`config.mk`:
```
export PLATFORM = sky130hd
export DESIGN_NAME = utf8_validating_decoder
export DESIGN_NICKNAME = d
export VERILOG_FILES = /design/src/design/u8vd_pkg.sv /design/src/design/u8vd_step.sv /design/src/design/utf8_validating_decoder.sv
export SDC_FILE = /design/constraint.sdc
export NUM_CORES = 1
export LEC_CHECK = 0
export ABC_CLOCK_PERIOD_IN_PS = 3200
export BUFFER_PORTS_ARGS = -buffer_cell sky130_fd_sc_hd__buf_2
export CORE_MARGIN = 2
export CORE_UTILIZATION = 30
export DETAILED_ROUTE_END_ITERATION = 10
export PLACE_DENSITY = 0.46
export SYNTH_ARGS = -nofsm -noshare
export SYNTH_HDL_FRONTEND = slang
export SYNTH_SLANG_ARGS = --single-unit
```
`constraint.sdc`:
```
create_clock -name i_clk -period 3.2 [get_ports i_clk]
set_input_delay 0.16 -clock i_clk [delete_from_list [all_inputs] [get_ports i_clk]]
set_output_delay 0.16 -clock i_clk [all_outputs]
set_load 0.03 [all_outputs]
```
`src/design/u8vd_pkg.sv`:
```
`default_nettype none
package u8vd_pkg;

    localparam int unsigned CpWidth = 21;

    // status codes
    localparam logic [2:0] StOk         = 3'd0;
    localparam logic [2:0] StBadLead    = 3'd1;
    localparam logic [2:0] StBadCont    = 3'd2;
    localparam logic [2:0] StIncomplete = 3'd3;
    localparam logic [2:0] StHalted     = 3'd4;

    // first continuation byte ranges
    localparam logic [2:0] RuleGeneric = 3'd0; // 80..bf
    localparam logic [2:0] RuleE0      = 3'd1; // a0..bf
    localparam logic [2:0] RuleEd      = 3'd2; // 80..9f
    localparam logic [2:0] RuleF0      = 3'd3; // 90..bf
    localparam logic [2:0] RuleF4      = 3'd4; // 80..8f

    typedef struct packed {
        logic [7:0] data_byte;
        logic [1:0] bytes_after;
        logic       restart;
    } t_in;

    typedef struct packed {
        logic [CpWidth-1:0] code_point;
        logic               complete;
        logic [2:0]         status;
    } t_out;

    typedef struct packed {
        logic [1:0]         pending_count;
        logic [2:0]         first_cont_rule;
        logic               first_cont_due;
        logic [CpWidth-1:0] accum;
        logic               halted;
    } t_state;

endpackage
`default_nettype wire

```
`src/design/u8vd_step.sv`:
```
`default_nettype none
module u8vd_step (
    input  var u8vd_pkg::t_in    i_item,
    input  var u8vd_pkg::t_state i_state,
    output u8vd_pkg::t_out       o_result,
    output u8vd_pkg::t_state     o_state
);

    logic [7:0]                      b;
    logic                            first_ok;
    logic                            cont_ok;
    logic [1:0]                      need;
    logic [2:0]                      rule;
    logic [u8vd_pkg::CpWidth-1:0]    bits;
    logic                            bad;
    logic [u8vd_pkg::CpWidth-1:0]    shifted;
    u8vd_pkg::t_state                cur;
    u8vd_pkg::t_state                nxt;
    u8vd_pkg::t_out                  res;

    assign b = i_item.data_byte;

    always_comb begin
        case (i_state.first_cont_rule)
            u8vd_pkg::RuleE0: first_ok = b inside {[8'hA0:8'hBF]};
            u8vd_pkg::RuleEd: first_ok = b inside {[8'h80:8'h9F]};
            u8vd_pkg::RuleF0: first_ok = b inside {[8'h90:8'hBF]};
            u8vd_pkg::RuleF4: first_ok = b inside {[8'h80:8'h8F]};
            default:          first_ok = b inside {[8'h80:8'hBF]};
        endcase
    end

    // lead byte classification
    always_comb begin
        need = 2'd0;
        rule = u8vd_pkg::RuleGeneric;
        bits = '0;
        bad  = 1'b0;
        if (b inside {[8'h00:8'h7F]}) begin
            bits = {{(u8vd_pkg::CpWidth-8){1'b0}}, b};
        end else if (b inside {[8'hC2:8'hDF]}) begin
            need = 2'd1;
            bits = {{(u8vd_pkg::CpWidth-5){1'b0}}, b[4:0]};
        end else if (b inside {[8'hE0:8'hEF]}) begin
            need = 2'd2;
            bits = {{(u8vd_pkg::CpWidth-4){1'b0}}, b[3:0]};
            if (b == 8'hE0) begin
                rule = u8vd_pkg::RuleE0;
            end else if (b == 8'hED) begin
                rule = u8vd_pkg::RuleEd;
            end
        end else if (b inside {[8'hF0:8'hF4]}) begin
            need = 2'd3;
            bits = {{(u8vd_pkg::CpWidth-3){1'b0}}, b[2:0]};
            if (b == 8'hF0) begin
                rule = u8vd_pkg::RuleF0;
            end else if (b == 8'hF4) begin
                rule = u8vd_pkg::RuleF4;
            end
        end else begin
            bad = 1'b1;
        end
    end

    always_comb begin
        cur = i_state;
        if (i_item.restart) begin
            cur = '0;
        end
        cont_ok = cur.first_cont_due ? first_ok : (b[7:6] == 2'b10);
        shifted = {cur.accum[u8vd_pkg::CpWidth-7:0], b[5:0]};

        nxt = cur;
        res = '0;
        res.status = u8vd_pkg::StOk;

        if (cur.halted) begin
            res.status = u8vd_pkg::StHalted;
        end else if (cur.pending_count == 2'd0) begin
            if (bad) begin
                res.status = u8vd_pkg::StBadLead;
                nxt        = '0;
                nxt.halted = 1'b1;
            end else if (need == 2'd0) begin
                res.code_point = bits;
                res.complete   = 1'b1;
            end else if (i_item.bytes_after < need) begin
                res.status = u8vd_pkg::StIncomplete;
                nxt        = '0;
                nxt.halted = 1'b1;
            end else begin
                nxt.pending_count   = need;
                nxt.first_cont_rule = rule;
                nxt.first_cont_due  = 1'b1;
                nxt.accum           = bits;
            end
        end else if (!cont_ok) begin
            res.status = u8vd_pkg::StBadCont;
            nxt        = '0;
            nxt.halted = 1'b1;
        end else if (cur.pending_count == 2'd1) begin
            res.code_point = shifted;
            res.complete   = 1'b1;
            nxt            = '0;
        end else begin
            nxt.accum          = shifted;
            nxt.first_cont_due = 1'b0;
            nxt.pending_count  = cur.pending_count - 2'd1;
        end
    end

    assign o_result = res;
    assign o_state  = nxt;

endmodule
`default_nettype wire

```
`src/design/utf8_validating_decoder.sv`:
```
// an input beat passes the input register, then the result register, to the output
// throughput: one byte per cycle unless the output stalls; input register, decode
//   logic and result register form the only path, so a byte may enter every cycle
// reset (i_rst_n low, synchronous): both stages empty, sequence state and halt cleared
`default_nettype none
module utf8_validating_decoder (
    input  var logic           i_clk,
    input  var logic           i_rst_n,
    input  var logic           i_in_valid,
    output logic               o_in_ready,
    input  var u8vd_pkg::t_in  i_in_data,
    output logic               o_out_valid,
    input  var logic           i_out_ready,
    output u8vd_pkg::t_out     o_out_data
);

    logic             r_in_valid;
    u8vd_pkg::t_in    r_in;
    logic             r_out_valid;
    u8vd_pkg::t_out   r_out;
    u8vd_pkg::t_state r_state;
    u8vd_pkg::t_state n_state;
    u8vd_pkg::t_out   n_out;
    logic             out_free;
    logic             in_ready;

    u8vd_step u_step (
        .i_item   (r_in),
        .i_state  (r_state),
        .o_result (n_out),
        .o_state  (n_state)
    );

    assign out_free = !r_out_valid || i_out_ready;
    assign in_ready = !r_in_valid || out_free;

    always_ff @(posedge i_clk) begin
        if (!i_rst_n) begin
            r_in_valid <= 1'b0;
        end else if (in_ready) begin
            r_in_valid <= i_in_valid;
        end
    end

    always_ff @(posedge i_clk) begin
        if (in_ready) begin
            r_in <= i_in_data;
        end
    end

    // state advances only when the byte moves into the result register
    always_ff @(posedge i_clk) begin
        if (!i_rst_n) begin
            r_out_valid <= 1'b0;
            r_state     <= '0;
        end else if (out_free) begin
            r_out_valid <= r_in_valid;
            if (r_in_valid) begin
                r_state <= n_state;
            end
        end
    end

    always_ff @(posedge i_clk) begin
        if (out_free && r_in_valid) begin
            r_out <= n_out;
        end
    end

    assign o_in_ready  = in_ready;
    assign o_out_valid = r_out_valid;
    assign o_out_data  = r_out;

endmodule
`default_nettype wire

```
* Yosys cells after proc, flatten, opt, wreduce, memory -nomap -nowiden
Index checks and enable logic that the tools add are counted.
Storage, ports and cells: logic and storage cells 98, flip-flop bits (word level) 66, output and inout port bits 27, input port bits 15
Operators by class: reduce and logical (&&, ||, !) cells 17, eq/ne operators 10, $lt $le $gt $ge 15, mux-type cells 42, add/subtract/negate cells 1
Operator list (number):
- $mux 28 | 6
- $mux 22 | 4
- $mux 21 | 4
- $ge 8x8->1 const B | 6
- $le 8x8->1 const B | 6
- $mux 3 | 11
- $eq 8x8->1 const B | 4
- $mux 27 | 1
- $mux 25 | 1
- $mux 2 | 8
- $logic_and 1x1->1 | 10
- $ge 8x1->1 const B | 1
- $le 8x7->1 const B | 1
- $eq 3x2->1 const B | 2
- $mux 1 | 6
- $logic_not 2->1 | 2
- $pmux 1 s4 | 1
- $eq 3x1->1 const B | 1
- $eq 3x3->1 const B | 1
- $eq 2x1->1 const B | 1
- $eq 2x2->1 const B | 1
- $logic_not 1->1 | 2
- $logic_or 1x1->1 | 2
- $lt 2x2->1 | 1
- 2 further kinds | 2

* Longest topological paths before layout
Gate-level depths: netlist of the first run.
depth after elaboration 12, depth in mapped cells 12, gate-level depth less buffers 11

* By module
From an unflattened synthesis of the first run, not the netlist that was laid out.
Unflattened totals: cell total of the unflattened synthesis 338, area, all modules 3394.5 um2
Modules (own cells, without submodules):
- utf8_validating_decoder | times used 1, cells an instance 165, area each 2282.2 um2
- u8vd_step | times used 1, cells an instance 173, area each 1112.3 um2

* Worst setup path after synthesis of the first run
Ideal clock, no wire load.
path kind reg2reg, from register r_out_valid, in the netlist o_out_valid, to register r_state[25] in the netlist's numbering, cell stages (with the launch flop) 7, setup time 0.130 ns, period minus slack after synthesis 2.872 ns, slack 0.328 ns, arrival time 2.742 ns, buffers on the path 0, cells stage by stage dfxtp_1 nor2b_1 nor2b_1 nand2_1 o311a_2 nand2_1 o21ai_0
Between the ends: cells in the longest elaborated chain, start to end 3
Ends and longest elaborated chain:
- from (decl) | line utf8_validating_decoder.sv:19 | logic r_out_valid;
- from (signal assigned) | line utf8_validating_decoder.sv:57 | r_out_valid <= r_in_valid;
- $logic_not 1->1 | line utf8_validating_decoder.sv:34 | assign out_free = !r_out_valid || i_out_ready;
- $logic_or 1x1->1 | line utf8_validating_decoder.sv:34
- $reduce_and 2->1 (no source line)
- to (signal assigned) | line utf8_validating_decoder.sv:59 | r_state <= n_state;
- to (decl) | line utf8_validating_decoder.sv:21 | u8vd_pkg::t_state r_state;
Every way passes these cells. A chain may end at the register's enable or synchronous reset.

* Worst setup path after layout of the first run
from register r_in[0] in the netlist's numbering, to register r_out (netlist bit o_out_data[6]), data pin
Between the ends: cells in the longest elaborated chain, start to end 5, elaborated cells on any way between the ends 7, those cells by class 1 x eq/ne; 5 x mux; 1 x reduce/logical
Ends and longest elaborated chain:
- from (decl) | line utf8_validating_decoder.sv:18 | u8vd_pkg::t_in r_in;
- from (signal assigned) | line utf8_validating_decoder.sv:47 | r_in <= i_in_data;
- $mux 28 * | line u8vd_step.sv:67 | if (i_item.restart) begin
- $eq 2x1->1 | line u8vd_step.sv:101 | end else if (cur.pending_count == 2'd1) begin
- $mux 22 | line u8vd_step.sv:101
- $mux 22 | line u8vd_step.sv:97 | end else if (!cont_ok) begin
- $mux 25 | line u8vd_step.sv:79 | end else if (cur.pending_count == 2'd0) begin
- to (signal assigned) | line utf8_validating_decoder.sv:66 | r_out <= n_out;
- to (decl) | line utf8_validating_decoder.sv:20 | u8vd_pkg::t_out r_out;
Mark *: on every way between the ends. The rest lies on a longest branch, timed or not.

==> results of run 1 <==
-- metal layers --
metal	wire (um)	GRT usage [%]	part of all wire (%)
met5	0	0	0
met4	99	5.200	1.7
met3	246	4.046	4.3
met2	2731	20.25	47
met1	2682	16.75	47
-- stage by stage --
stage | util, % | power [mW] | hold WS [ns]
finish | 39.47 | 1.874 | 0.05204
global route | 39.47 | 1.948 | 0.04406
CTS | 39.47 | 1.895 | 0.03728
detailed placement | 35.12 | 1.037 | 0.3381
global placement | 35.12 | 1.038 | 0.3364
floorplan | - | 0.9892 | 0.2589
-- worst paths after layout --
kind	end	slack, ns	cells past startpoint
max	o_out_data[6]	0.39	9
min	r_in_valid	0.05	3
max reg2reg	o_out_data[6]	0.39	9
min reg2reg	r_state[15]	0.47	1
-- power groups by stage --
stage | Sequential, mW | Clock [mW] | Combinational [mW]
CTS | 0.873 | 0.864 | 0.159
global placement | 0.890 | 0 | 0.148
detailed placement | 0.890 | 0 | 0.148
finish | 0.873 | 0.845 | 0.157
floorplan | 0.905 | 0 | 0.0845
global route | 0.877 | 0.899 | 0.172
-- registers in the layout, summed over array words and instances, names as in the netlist --
name,flops
r_in_valid,1
o_out_valid,1
r_in,11
r_state,22
o_out_data,25
-- critical path, delay by kind of cell, from the launching register on --
| family | cells | cell delay [ns] |
|---|---|---|
| compound gates | 3 | 0.82 |
| fa+ha+maj | 1 | 0.30 |
| buf+inv | 1 | 0.17 |
| flops | 1 | 0.53 |
| simple gates | 4 | 0.86 |
-- logic make-up after synthesis --
logic type,Yosys count
fa+ha+maj,3
simple gates,84
flops,60
compound gates,60
buf+inv,11
-- area by class of cell --
cell class / instances / area (um^2) / area share (%)
clock buffers: 10 / 137.6 / 4.223
clock inverters: 6 / 111.4 / 3.417
inverters: 4 / 15.01 / 0.4607
multi-input cells: 147 / 957.2 / 29.37
flip-flops and latches: 60 / 1562 / 47.91
well taps: 105 / 131.4 / 4.031
repair buffers: 56 / 345.3 / 10.59
-- cells in the final DEF, fill, tap and decap left out, drive strengths merged, types with 7 or more instances in the layout --
cell type    count
a21oi           11
a22o            12
and2            21
buf             45
clkbuf          10
dfxtp           24
dlygate4sd3     11
edfxtp          36
nand2           28
nor2             8
nor2b            7
o21ai            9
==> metrics.txt, run 1 <==
Total Die Area=9358 um^2; Setup CP Type=reg2reg; Fmax=0.3562 GHz; worst hold path class=in2reg; clock buffers created by TritonCTS=9; die height=96.74 um; Worst path slowest cell=sky130_fd_sc_hd__edfxtp_1; status=completed; CP arrival=3.02 ns; min-delay src=i_in_valid; PwrDens=574.9 nW/um^2; routability-driven placement congestion ratio=0.9080; post-detail-place hpwl=3982 um; maximum ir drop on the vdd rail=0.1878 mV; number of distinct standard cells referenced by the synthesized netlist=49; number of cells upsized or downsized after cts=0; number of top-level pins=42; share of the synthesized area in the top cell type=41.90%; standby leakage power=1.256 nW; number of antenna violations at the first check in global routing=0; remaining antenna violation count=0; remaining design rule violation count=0; first-pass GRT wire length=9494 um; main combinational cell family by area after synthesis=simple AND/OR/NAND/NOR gates; origin of the worst setup path=r_in[0]; startpoint of the worst register-to-register path=r_in[0]; clock slew seen by the registers of the worst setup and hold paths=0.07 ns; clock insertion delay at the later pin of the skew report=0.34 ns; total iterations of the first detailed-routing run=4; Post-Synthesis Cell Area=2580 um^2; Comb pwr share=8.4%; setup_tns=0 ns; fraction of synthesized cell area in xor and xnor cells=0%; mean cell area of the mapped netlist=11.83 um^2; clk_skew=0.008793 ns; Clock Path Buffers=2; row count=33; series of cell instances along the critical path=inv_2, nand2_1, ha_1, or3b_1, a41o_1, a21oi_1, nand2_1, a21oi_1, and2_2; commonest cells in the synthesized netlist=36 x sky130_fd_sc_hd__edfxtp_1, 28 x sky130_fd_sc_hd__nand2_1, 24 x sky130_fd_sc_hd__dfxtp_1; fraction of synthesized area in multiplexers=0%; Psw=428.6 uW; cell count after placement=361; type of element launching the critical path=register; critical path's largest stage delay=0.53 ns; number of enable flip-flop cells after synthesis=36; Synthesized Nets=236; adder-cell share of the synthesized area=1.455%; cell count after synthesis=218; synth top area cells=sky130_fd_sc_hd__edfxtp_1 42%, sky130_fd_sc_hd__dfxtp_1 19%, sky130_fd_sc_hd__and2_1 4.4%; via count of the first global-routing pass=1820; global route total overflow=0; Sw Share=22.87%; vias per std cell=4.814; endpoint required time on the critical path=3.42 ns; simple logic cell fraction of the synthesized area=18.28%; final number of hold-violating endpoints=0; headroom to the max-slew limit=62.88%; finished layout cell area=3259 um^2; number of register bits inferred by synthesis=60; clock group share of total power=45.1%; H-tree levels=3; Area Overhead vs Synth=26.33%; total wire length after detailed routing=5758 um; number of port buffers=41; number of filler cells placed in the layout=811; final count of pins violating max slew=0; CP Capture Type=register; die width=96.74 um; setup repair after global routing missed its margin=false; share of async-settable or async-resettable flops after synthesis=0%; cell-internal power=1.445 mW; n_diodes=0; share of total power in sequential cells=46.6%; final setup vio count=0; number of warnings issued by yosys=0; TritonCTS clock tree=built; effective utilization at floorplan=31.24%; net total in the final layout=296; layout cells sized above 1=27.56%; post-place setup slack=0.3629 ns; max-cap violation count=0; Std-Cell Core Area=8258 um^2; maximum number of pins on one net before global-route repair=28; most common cell in the synthesized netlist=sky130_fd_sc_hd__edfxtp_1; leading area contributor after synthesis=sky130_fd_sc_hd__edfxtp_1; Final Cycle Share=87.73%; min cycle time layout=2.807 ns; setup bufs post-CTS=0; clock tree sinks=60; largest fanout of any net on the critical path=8; First DRT Iteration DRCs=94; top_reg_cell synth=sky130_fd_sc_hd__edfxtp_1; Synth Area in Compound Gates=17.26%; sequential fraction of the synthesis area=60.52%; area of placed instances=2900 um^2; clock root buffer=sky130_fd_sc_hd__clkbuf_8; number of hold-repair buffers added at the cts stage=11; Vias=1868; all-layer global routing usage=12.96%; smallest setup slack after layout=0.3928 ns; routed wire length per instance=14.84 um; pin slew with the least headroom to its limit=0.5568 ns; final instance count without filler cells=388
(Power assumes the default switching activity.)
==> run 2, diff against run 1 <==
==> constraint.sdc (replaced) <==
create_clock -name i_clk -period 3.2 [get_ports i_clk]
set_input_delay 0.64 -clock i_clk [delete_from_list [all_inputs] [get_ports i_clk]]
set_output_delay 0.64 -clock i_clk [all_outputs]
set_load 0.03 [all_outputs]
==> run 2 against run 1 <==
Utilization down 2.0 points. Total power decreased by 12%. Fmax is 0.28% higher. Flip-flop and latch count unchanged. Critical path type unchanged. Clock skew rose by 0.00078 ns.
==> metrics.txt, run 2 (synthesized netlist as in run 1, its figures left out) <==
number of top-level pins=42; Fmax=0.3572 GHz; final instance count without filler cells=378; number of filler cells placed in the layout=858; finished layout cell area=3090 um^2; clock tree sinks=60; Setup CP Type=reg2reg; met2 wire length=2565 um; Area Overhead vs Synth=19.79%; layout cells sized above 1=28.94%; number of port buffers=41; routability-driven placement congestion ratio=0.8812; post-detail-place hpwl=3979 um; met1 routed wirelength after detailed routing=2603 um; clock buffers created by TritonCTS=9; post-place setup slack=0.3842 ns; multi-input gate area in the final layout=957.2 um^2; final number of hold-violating endpoints=0; smallest setup slack after layout=0.4006 ns; maximum ir drop on the vdd rail=0.1907 mV; length of routed met3 wiring=281 um; die width=96.74 um; area of placed instances=2908 um^2; vias per std cell=4.873; clock root buffer=sky130_fd_sc_hd__clkbuf_8; commonest cells after routing, fill and taps aside=41 x sky130_fd_sc_hd__buf_2, 36 x sky130_fd_sc_hd__edfxtp_1, 28 x sky130_fd_sc_hd__nand2_1; H-tree levels=3; total iterations of the first detailed-routing run=4; total wire length after detailed routing=5589 um; First DRT Iteration DRCs=94; all-layer global routing usage=12.48%; number of antenna violations at the first check in global routing=0; global route total overflow=0; final setup vio count=0; effective utilization at floorplan=31.24%; maximum number of pins on one net before global-route repair=28; remaining antenna violation count=0; Final Cycle Share=87.48%; Vias=1842; setup bufs post-CTS=0; uppermost layer routed=met4; Std-Cell Core Area=8258 um^2; Total Die Area=9358 um^2; type of element launching the critical path=register; net total in the final layout=286; worst hold path class=reg2reg; max-cap violation count=0; min cycle time layout=2.799 ns; CP Capture Type=register; clock insertion delay at the later pin of the skew report=0.34 ns; number of flip-flops in the largest register=25; setup repair after global routing missed its margin=false; cell count after placement=362; standby leakage power=1.178 nW; remaining design rule violation count=0; sequential cell area=1562 um^2; TritonCTS clock tree=built; final count of pins violating max slew=0; routed wire length per instance=14.79 um; number of hold-repair buffers added at the cts stage=0; headroom to the max-slew limit=65.76%; most frequent standard cell in the layout excluding fill and tap cells=sky130_fd_sc_hd__buf_2; first-pass GRT wire length=9128 um; PwrDens=531.8 nW/um^2; clk_skew=0.009570 ns; endpoint required time on the critical path=3.42 ns; largest fanout of any net on the critical path=8; clock slew seen by the registers of the worst setup and hold paths=0.08 ns; via count of the first global-routing pass=1776; pin slew with the least headroom to its limit=0.5136 ns; status=completed; row count=33; Clock Path Buffers=2; setup_tns=0 ns; CP arrival=3.02 ns; die height=96.74 um; n_diodes=0; number of cells upsized or downsized after cts=0
run 2: worst max-delay path, stage by stage, from the launching register on:
cell and delay [ns]:
sky130_fd_sc_hd__edfxtp_1 0.53, sky130_fd_sc_hd__inv_2 0.16, sky130_fd_sc_hd__nand2_1 0.11, sky130_fd_sc_hd__ha_1 0.29, sky130_fd_sc_hd__or3b_1 0.40, sky130_fd_sc_hd__a41o_1 0.25
sky130_fd_sc_hd__a21oi_1 0.17, sky130_fd_sc_hd__nand2_1 0.14, sky130_fd_sc_hd__a21oi_1 0.41, sky130_fd_sc_hd__and2_2 0.22
run 2: worst paths after layout:
kind,startpoint,end,slack [ns],depth (start not counted)
worst max register to register,r_in[0],o_out_data[6],0.40,9
worst max-delay path,r_in[0],o_out_data[6],0.40,9
worst min register to register,r_state[13],r_state[13],0.47,1
worst min-delay path,r_state[13],r_state[13],0.47,1
run 2: layer usage:
metal | track usage [%] | up-vias
met5 | 0 | -
met4 | 7.584 | 0
met3 | 3.324 | 12
met2 | 18.22 | 61
met1 | 16.48 | 846
li1 | - | 923
run 2: through the flow:
step / hold slack, ns / total power [mW] / utilization [%]
CTS: 0.4503 / 1.672 / 37.42
global placement: 0.4501 / 1.038 / 35.21
global route: 0.4486 / 1.717 / 37.42
floorplan: 0.4167 / 0.9892 / -
detailed placement: 0.4549 / 1.037 / 35.21
finish: 0.4683 / 1.644 / 37.42
run 2: power breakdown:
part           total, mW  internal (mW)  switching (mW)
Sequential         0.870          0.847          0.0233
Combinational      0.147         0.0511          0.0962
Clock              0.626          0.292           0.334
run 2: final cells by class:
class	count	share of cell area [%]
sequential	60	50.53
multi-input combinational	147	30.97
timing repair buffer	46	7.854
tap	105	4.251
clock buffer	9	4.008
clock inverter	7	1.903
inverter	4	0.4858
==> run 3, diff against run 2 <==
Settings changed: CTS_BUF_LIST set to sky130_fd_sc_hd__clkbuf_2.
==> run 3 against run 2 <==
Sequential power barely moved. Clock skew is 0.024 ns higher. Sequential share of layout area increased by 1.3 points. Wire length is 0.73% higher. Largest power group unchanged.
==> metrics.txt, run 3 (synthesized netlist as in run 1, its figures left out) <==
status=completed; total wire length after detailed routing=5630 um; GR met1 Demand/Resource=16.30%; Psw=444.3 uW; number of hold-repair buffers added at the cts stage=0; final design utilization=36.47%; headroom to the max-slew limit=65.25%; maximum number of pins on one net before global-route repair=28; Area Overhead vs Synth=16.73%; setup repair after global routing missed its margin=false; n_diodes=0; worst path buffer plus inverter count=1; Comb pwr share=10.1%; share of total power in sequential cells=59.8%; first-pass GRT wire length=9052 um; routed wire length per instance=14.89 um; WHS Endpoint=r_in[6]; worst hold path class=in2reg; largest fanout of any net on the critical path=8; Std-Cell Core Area=8258 um^2; TritonCTS clock tree=built; setup_tns=0 ns; min-delay src=i_in_data[6]; Final Cycle Share=88.63%; number of filler cells placed in the layout=861; routability-driven placement congestion ratio=0.8812; Total Die Area=9358 um^2; clock tree sinks=60; total iterations of the first detailed-routing run=4; number of port buffers=41; net total in the final layout=286; max-cap violation count=0; vias per std cell=4.902; most used routing layer in global routing=met2; endpoint required time on the critical path=3.61 ns; Worst path slowest cell=sky130_fd_sc_hd__edfxtp_1; CP arrival=3.25 ns; Setup CP Type=reg2reg; effective utilization at floorplan=31.24%; cell-internal power=1.012 mW; die width=96.74 um; series of cell instances along the critical path=inv_2, nand2_1, ha_1, or3b_1, a41o_1, a21oi_1, nand2_1, a21oi_1, and2_2; pin slew with the least headroom to its limit=0.5213 ns; Sw Share=30.50%; most frequent standard cell in the layout excluding fill and tap cells=sky130_fd_sc_hd__buf_2; met2 usage=18.16%; PwrDens=483.7 nW/um^2; Worst Reg-to-Reg Cells=9; post-detail-place hpwl=3979 um; r2r setup slk=0.36 ns; remaining antenna violation count=0; startpoint of the worst register-to-register path=r_in[0]; GR Layer Usage met3=3.974%; row count=33; multi-input gate area in the final layout=957.2 um^2; kind of cell adding the most delay to the critical path=simple AND/OR/NAND/NOR gates; total power draw=1.457 mW; type of element launching the critical path=register; number of flip-flops in the largest register=25; Hold Path Cell Cnt=1; number of top-level pins=42; sequential cell area=1562 um^2; clock root buffer=sky130_fd_sc_hd__clkbuf_2; First DRT Iteration DRCs=81; via count of the first global-routing pass=1765; clock group share of total power=30.1%; global route total overflow=0; maximum ir drop on the vdd rail=0.2330 mV; die height=96.74 um; number of antenna violations at the first check in global routing=0; Fmax=0.3526 GHz; clock slew seen by the registers of the worst setup and hold paths=0.22 ns; clk_skew=0.03399 ns; final number of hold-violating endpoints=0; clock insertion delay at the later pin of the skew report=0.51 ns; final setup vio count=0; setup bufs post-CTS=0; remaining design rule violation count=0; CP Capture Type=register; Clock Path Buffers=2; cell count after placement=362; min cycle time layout=2.836 ns; standby leakage power=1.151 nW; critical path's largest stage delay=0.57 ns; all-layer global routing usage=12.40%; number of cells upsized or downsized after cts=0; Vias=1853; H-tree levels=3; final count of pins violating max slew=0; final instance count without filler cells=378; commonest cells after routing, fill and taps aside=41 x sky130_fd_sc_hd__buf_2, 36 x sky130_fd_sc_hd__edfxtp_1, 28 x sky130_fd_sc_hd__nand2_1; capturing point of the worst reg2reg path=o_out_data[6]; clock buffers created by TritonCTS=9; layout cells sized above 1=28.94%
run 3: cell counts in the layout (fill, tap and decap cells not counted):
No cell type changed its count.
run 3: area by class of cell:
| type | instances | area share (%) |
|---|---|---|
| sequential | 60 | 51.85 |
| inverter | 4 | 0.4985 |
| clock buffer | 9 | 1.496 |
| tap | 105 | 4.362 |
| multi-input combinational | 147 | 31.78 |
| clock inverter | 7 | 1.953 |
| timing repair buffer | 46 | 8.060 |
run 3: worst max path at each step:
stage	startpoint	end	slack, ns	cells past startpoint
global placement	r_in[0]	o_out_data[6]	0.45	9
CTS	r_in[0]	o_out_data[6]	0.36	9
finish	r_in[0]	o_out_data[6]	0.36	9
detailed placement	r_in[0]	o_out_data[6]	0.38	9
floorplan	i_out_ready	r_state[25]	0.22	6
global route	r_in[0]	o_out_data[8]	0.15	9
run 3: worst reg2reg max path, cell delays in order, from the launching register on:
cell and delay [ns]:
sky130_fd_sc_hd__edfxtp_1 0.57, sky130_fd_sc_hd__inv_2 0.17, sky130_fd_sc_hd__nand2_1 0.11, sky130_fd_sc_hd__ha_1 0.29
sky130_fd_sc_hd__or3b_1 0.40, sky130_fd_sc_hd__a41o_1 0.25, sky130_fd_sc_hd__a21oi_1 0.17, sky130_fd_sc_hd__nand2_1 0.15
sky130_fd_sc_hd__a21oi_1 0.42, sky130_fd_sc_hd__and2_2 0.22
run 3: through the flow:
stage	hold WS, ns	worst slack [ns]	area, um^2
finish	0.2868	0.3638	3012
global route	0.2325	0.1465	3012
CTS	0.2518	0.3565	3012
detailed placement	0.4549	0.3842	2908
global placement	0.4501	0.4525	2908
floorplan	0.4167	0.2250	2580
run 3: power by group through the flow:
stage | clock [mW] | combinational [mW] | sequential [mW]
after global routing | 0.486 | 0.162 | 0.876
after global placement | 0 | 0.149 | 0.889
after floorplan | 0 | 0.0845 | 0.905
final | 0.438 | 0.148 | 0.871
after detailed placement | 0 | 0.149 | 0.888
after CTS | 0.457 | 0.149 | 0.872
run 3: routing by layer:
| layer | wire, um | part of all wire (%) | vias to the layer above |
|---|---|---|---|
| li1 | - | - | 919 |
| met1 | 2609 | 46 | 857 |
| met2 | 2572 | 46 | 64 |
| met3 | 294 | 5.2 | 13 |
| met4 | 153 | 2.7 | 0 |
| met5 | 0 | 0 | - |
